===== config.mk =====
export PLATFORM = sky130hd
export DESIGN_NAME = btop_ctrl
export DESIGN_NICKNAME = d
export VERILOG_FILES = /design/src/hdl/btop_pkg.sv /design/src/hdl/btop_ctrl.sv
export SDC_FILE = /design/constraint.sdc
export NUM_CORES = 1
export LEC_CHECK = 0
export BUFFER_PORTS_ARGS = -buffer_cell sky130_fd_sc_hd__buf_2
export CAP_MARGIN = 20
export CELL_PAD_IN_SITES_DETAIL_PLACEMENT = 0
export CELL_PAD_IN_SITES_GLOBAL_PLACEMENT = 1
export CORE_ASPECT_RATIO = 0.6
export CORE_MARGIN = 2
export CORE_UTILIZATION = 25
export DETAILED_ROUTE_END_ITERATION = 10
export PLACE_DENSITY = 0.91
export SLEW_MARGIN = 20
export SYNTH_ARGS = -nofsm -noshare
export SYNTH_HDL_FRONTEND = slang
export SYNTH_SLANG_ARGS = --single-unit

===== constraint.sdc =====
create_clock -name clk_i -period 2.78 [get_ports clk_i]
set_clock_uncertainty 0.15 [all_clocks]
set_input_delay 0.695 -clock clk_i [delete_from_list [all_inputs] [get_ports clk_i]]
set_output_delay 0.695 -clock clk_i [all_outputs]
set_load 0.1 [all_outputs]

===== src/hdl/btop_pkg.sv =====
// shared constants, types and helpers of the binomial tree option pricer
package btop_pkg;

  localparam int unsigned MaxSteps   = 256;
  localparam int unsigned NodeDepth  = MaxSteps + 1;
  localparam int unsigned AddrW      = $clog2(NodeDepth);
  localparam int unsigned PriceW     = 32;
  localparam int unsigned RatioW     = 31;
  localparam int unsigned TopRatioW  = 48;
  localparam int unsigned RatioFrac  = 30;
  localparam int unsigned ProdW      = PriceW + RatioW;
  localparam int unsigned StepCountW = 9;

  localparam int unsigned ApbAddrW   = 6;
  localparam int unsigned ApbDataW   = 64;
  localparam int unsigned RegIdxW    = ApbAddrW - 3;

  // register indexes on the config port
  localparam logic [RegIdxW-1:0] RegStepCount  = RegIdxW'(0);
  localparam logic [RegIdxW-1:0] RegUpProb     = RegIdxW'(1);
  localparam logic [RegIdxW-1:0] RegDownProb   = RegIdxW'(2);
  localparam logic [RegIdxW-1:0] RegDiscount   = RegIdxW'(3);
  localparam logic [RegIdxW-1:0] RegTopRatio   = RegIdxW'(4);
  localparam logic [RegIdxW-1:0] RegDownSquare = RegIdxW'(5);

  typedef logic [AddrW-1:0] addr_t;

  typedef struct packed {
    logic [StepCountW-1:0] step_count;
    logic [RatioW-1:0]     up_probability;
    logic [RatioW-1:0]     down_probability;
    logic [RatioW-1:0]     step_discount;
    logic [TopRatioW-1:0]  top_ratio;
    logic [RatioW-1:0]     down_squared;
  } cfg_t;

  // controller to datapath
  typedef struct packed {
    logic  capture;
    logic  mul_top;
    logic  mul_leaf;
    logic  leaf_wr;
    logic  leaf_top;
    addr_t wr_addr;
    logic  rd_en;
    logic  rd_node;
    addr_t rd_addr;
    logic  out_load;
  } cmd_t;

  // datapath to controller
  typedef struct packed {
    logic busy;
    logic out_free;
  } status_t;

  // effective number of tree steps: zero acts as one, capped at the tree size
  function automatic addr_t clamp_steps(logic [StepCountW-1:0] sc);
    int unsigned v;
    v = 32'(sc);
    if (v == 0) v = 1;
    if (v > MaxSteps) v = MaxSteps;
    return AddrW'(v);
  endfunction

endpackage


===== src/hdl/btop_ctrl.sv =====
// sequencer for leaf generation, backward induction and result hand-off
module btop_ctrl import btop_pkg::*; (
  input  logic    clk_i,
  input  logic    rst_ni,
  input  cfg_t    cfg_i,
  input  logic    in_valid_i,
  output logic    in_stall_o,
  input  status_t status_i,
  output cmd_t    cmd_o
);

  typedef enum logic [8:0] {
    StIdle    = 9'b000000001,
    StTop     = 9'b000000010,
    StTopWr   = 9'b000000100,
    StLeafMul = 9'b000001000,
    StLeafWr  = 9'b000010000,
    StNode    = 9'b000100000,
    StDrain   = 9'b001000000,
    StFetch   = 9'b010000000,
    StLoad    = 9'b100000000
  } state_e;

  state_e state_q, state_d;
  addr_t  idx_q, idx_d;
  addr_t  lvl_q, lvl_d;
  addr_t  steps;

  assign steps      = clamp_steps(cfg_i.step_count);
  assign in_stall_o = (state_q != StIdle);

  always_comb begin
    state_d = state_q;
    idx_d   = idx_q;
    lvl_d   = lvl_q;
    cmd_o   = '0;
    unique case (state_q)
      StIdle: begin
        if (in_valid_i) begin
          cmd_o.capture = 1'b1;
          state_d       = StTop;
        end
      end
      StTop: begin
        cmd_o.mul_top = 1'b1;
        state_d       = StTopWr;
      end
      StTopWr: begin
        cmd_o.leaf_wr  = 1'b1;
        cmd_o.leaf_top = 1'b1;
        cmd_o.wr_addr  = '0;
        idx_d          = addr_t'(1);
        state_d        = StLeafMul;
      end
      StLeafMul: begin
        cmd_o.mul_leaf = 1'b1;
        state_d        = StLeafWr;
      end
      StLeafWr: begin
        cmd_o.leaf_wr = 1'b1;
        cmd_o.wr_addr = idx_q;
        if (idx_q == steps) begin
          lvl_d   = steps;
          idx_d   = '0;
          state_d = StNode;
        end else begin
          idx_d   = idx_q + addr_t'(1);
          state_d = StLeafMul;
        end
      end
      StNode: begin
        // first read of a level only primes the upper operand
        cmd_o.rd_en   = 1'b1;
        cmd_o.rd_addr = idx_q;
        cmd_o.rd_node = (idx_q != '0);
        if (idx_q == lvl_q) state_d = StDrain;
        else idx_d = idx_q + addr_t'(1);
      end
      StDrain: begin
        if (!status_i.busy) begin
          if (lvl_q == addr_t'(1)) begin
            state_d = StFetch;
          end else begin
            lvl_d   = lvl_q - addr_t'(1);
            idx_d   = '0;
            state_d = StNode;
          end
        end
      end
      StFetch: begin
        cmd_o.rd_en   = 1'b1;
        cmd_o.rd_addr = '0;
        state_d       = StLoad;
      end
      StLoad: begin
        if (status_i.out_free) begin
          cmd_o.out_load = 1'b1;
          state_d        = StIdle;
        end
      end
      default: state_d = StIdle;
    endcase
  end

  always_ff @(posedge clk_i or negedge rst_ni) begin
    if (!rst_ni) begin
      state_q <= StIdle;
      idx_q   <= '0;
      lvl_q   <= '0;
    end else begin
      state_q <= state_d;
      idx_q   <= idx_d;
      lvl_q   <= lvl_d;
    end
  end

endmodule


==> results.py <==
metrics = {
    "synthesis": {
        "yosys_warnings": 0,
        "syn-cell-area_um2": 2380,
        "synthFlopType": "dfrtp_1",
        "synth_top_family_by_area": "simple AND/OR/NAND/NOR gates",
        "synthArstFlopShare_pct": 100,
        "ys_ff_latch": 27,
        "syn_avg_cell_area_um2": 8.12,
        "synth_nets": 483,
        "synth_fa_ha_area_share_pct": 2.10,
        "synth_compound_area_share_pct": 22.1,
        "synth-seq-area-share_pct": 28.5,
        "synth_xor_area_share_pct": 6.26,
        "syn_inst": 293,
        "ys_types": 63,
        "muxShareOfSynthArea_pct": 0.894,
        "synthSimpleGateAreaFrac_pct": 34.6,
        "synth-edff-count": 0,
    },
    "run_status": {
        "status": "complete, no violations",
    },
    "power": {
        "p_per_area_nw_per_um2": 653,
        "p_sw_w": 0.00110,
        "seqPwrFrac_pct": 31.1,
        "intPower_w": 0.00115,
        "ir_drop_mv": 0.486,
        "switching_share_pct": 49.0,
        "p_leak_nw": 1.39,
        "p_comb_share_pct": 52.8,
        "clock_power_share_pct": 16.1,
    },
    "critical_path": {
        "cp_data_arrival_time_ns": 1.84,
        "cp_num_buf_inv": 2,
        "cp_slowest_cell": "dfrtp_1",
        "r2r_start": "idx_q[4]",
        "crit_family": "simple AND/OR/NAND/NOR gates",
        "r2r_cells": 8,
        "r2r_setup_slack_ns": 0.37,
        "worstPathRequired_ns": 1.93,
        "crit_path_end_kind": "primary output",
        "worst-path-max-fanout": 7,
        "start_kind": "flop",
        "critPathKind": "flop to primary output",
        "crit_chain": "nor3_4 > buf_4 > nand2_1 > nor3b_4 > buf_12",
        "critPathMaxStageDelay_ns": 0.46,
        "r2r-end": "lvl_q[2]",
    },
    "timing": {
        "worst_slack_ns": 0.0930,
        "max_clock_freq_ghz": 0.372,
        "min_period_ns": 2.69,
        "setup_violations": 0,
        "relSlewSlack_pct": 53.9,
        "drv_slew": 0,
        "hold_ws_ns": 0.298,
        "finalCritPeriodShare_pct": 96.7,
        "worst_slew_pin_slew_ns": 0.691,
        "rsz0062_at_grt": "true",
        "final-hold-violation-count": 0,
    },
    "clocking": {
        "h-tree-depth": 1,
        "root_buffer": "clkbuf_16",
        "clock-sinks": 27,
        "path_clk_slew_ns": 0.08,
        "insertion_delay_ns": 0.28,
        "cts_buffers": 3,
        "cts_buffer_depth": 2,
        "cts_tree": "done",
    },
    "placement": {
        "gp_congestion": 0.929,
        "port-buffer-count": 40,
        "dp_hpwl_mm": 6.07,
        "preCtsSetupSlack_ns": 0.0203,
        "placed_cells": 465,
    },
    "floorplan": {
        "io_pins": 213,
        "initial_core_util_pct": 25.8,
        "die_w_um": 130,
        "rows": 27,
        "die_h_um": 79.6,
        "die-area_um2": 10300,
        "core_um2": 9220,
    },
    "grt": {
        "grt_max_degree": 28,
        "grt_pass1_wl_mm": 12.3,
        "gr-total-overflow": 0,
        "grt_pass1_vias": 2247,
        "grt_use_total_pct": 15.5,
        "antenna_found_initial": 0,
    },
    "drt": {
        "first_pass_iters": 5,
        "drc_errors": 0,
        "drtAntennaViolNets": 0,
        "wl_mm": 7.70,
        "wl_per_cell_um": 16.4,
        "via_per_inst": 5.17,
        "num_vias": 2431,
        "first_iter_violations": 207,
    },
    "final_layout": {
        "layout.nets": 531,
        "finalNonFillerCells": 470,
        "diodes": 0,
        "syn_to_final_growth_pct": 44.6,
        "drive_gt1_share_pct": 33.2,
    },
    "hold_path": {
        "hp-class": "input port to async pin",
    },
    "flow_run": {
        "maxCapViolations": 0,
    },
}
## cells by family after synthesis
group / count (synthesis)
AND/OR/NAND/NOR: 144
multiplexers: 2
buffers and inverters: 26
flip-flops: 27
XOR/XNOR: 17
AO/OA/AOI/OAI: 73
adder cells (fa/ha/maj): 4
## sequential cells by signal, indices dropped and copies added, names as in the netlist
register,count
idx_q,9
state_q,9
lvl_q,9
## synthesized netlist by cell type (3+ instances only)
| master | n | area share [%] |
|---|---|---|
| nor3b_1 | 7 | 2.2 |
| nor3_1 | 4 | 0.84 |
| xor2_1 | 10 | 3.7 |
| a21o_1 | 3 | 0.95 |
| o21ai_0 | 16 | 3.4 |
| nor2_1 | 30 | 4.7 |
| o211a_1 | 3 | 1.3 |
| nor4_2 | 3 | 1.6 |
| ha_1 | 4 | 2.1 |
| clkbuf_1 | 7 | 1.1 |
| or2_2 | 4 | 1.1 |
| and2_1 | 13 | 3.4 |
| a31oi_2 | 3 | 1.6 |
| nand2b_1 | 12 | 3.2 |
| o21a_1 | 3 | 0.95 |
| o22ai_1 | 3 | 0.79 |
| xnor2_1 | 7 | 2.6 |
| nand4_1 | 3 | 0.79 |
| and3_1 | 3 | 0.79 |
| a31oi_1 | 3 | 0.79 |
| inv_1 | 7 | 1.1 |
| nand2_1 | 32 | 5.1 |
| buf_2 | 8 | 1.7 |
| dfrtp_1 | 26 | 27 |
| a21oi_1 | 15 | 3.2 |
| buf_6 | 3 | 1.4 |
| nand3_1 | 10 | 2.1 |
| o211ai_1 | 7 | 2.2 |
| nor2b_1 | 3 | 0.79 |
## metal layers
| layer | routed length [um] | share of wire (%) | track usage (%) | vias to the layer above |
|---|---|---|---|---|
| met5 | 0 | 0 | 0 | - |
| met1 | 3660 | 47 | 24.4 | 1171 |
| li1 | - | - | - | 1141 |
| met2 | 3230 | 42 | 21.8 | 115 |
| met4 | 24 | 0.31 | 1.18 | 0 |
| met3 | 791 | 10 | 3.69 | 4 |
## worst max-delay path by stage
stage	cells past startpoint	to	startpoint
2_1_floorplan	4	cmd_o[22]	state_q[8]
3_3_place_gp	9	lvl_q[2]	cfg_i[180]
3_5_place_dp	9	lvl_q[2]	cfg_i[180]
4_1_cts	5	cmd_o[16]	state_q[1]
5_1_grt	5	cmd_o[4]	state_q[2]
6_report	5	cmd_o[23]	state_q[8]
## power by group through the flow
| stage | clock (W) | combinational (W) | sequential (W) |
|---|---|---|---|
| floorplan | 0 | 0.000954 | 0.000552 |
| global placement | 0 | 0.00109 | 0.000681 |
| finish | 0.000362 | 0.00118 | 0.000698 |
| detailed placement | 0 | 0.00112 | 0.000687 |
| global route | 0.000383 | 0.00127 | 0.000720 |
| CTS | 0.000366 | 0.00114 | 0.000686 |
## placed cells by master, fill, tap and decap left out, types with 10 or more instances in the layout
master,count
a21oi_1,15
and2_1,12
buf_12,26
buf_2,14
buf_4,22
dfrtp_1,24
nand2_1,31
nand2b_1,10
nand3_1,10
nor2_1,24
o21ai_0,15
xor2_1,10
## metrics by stage
step / utilization, % / total power (W) / TNS [ns] / cell area [um^2]
floorplan: - / 0.00151 / -2.11 / 2490
global placement: 35.7 / 0.00177 / 0 / 3290
detailed placement: 35.7 / 0.00181 / 0 / 3290
CTS: 36.9 / 0.00219 / 0 / 3400
global route: 37.3 / 0.00238 / -0.00658 / 3440
finish: 37.3 / 0.00225 / 0 / 3440
## layout make-up
type,instances,area (um^2)
Clock buffer,3,75.1
Clock inverter,1,7.51
Fill cell,908,5780
Inverter,7,26.3
Multi-Input combinational cell,240,1730
Sequential cell,27,679
Tap cell,130,163
Timing Repair Buffer,62,756
## timing repair
item	in CTS	in global routing
hold buffers	0	0
gates cloned	0	0
setup buffers	0	1
endpoints found under the setup margin	11	13
gates resized for setup	7	8
pin swaps	0	1
Note: power is estimated with default switching activity, not from simulation.
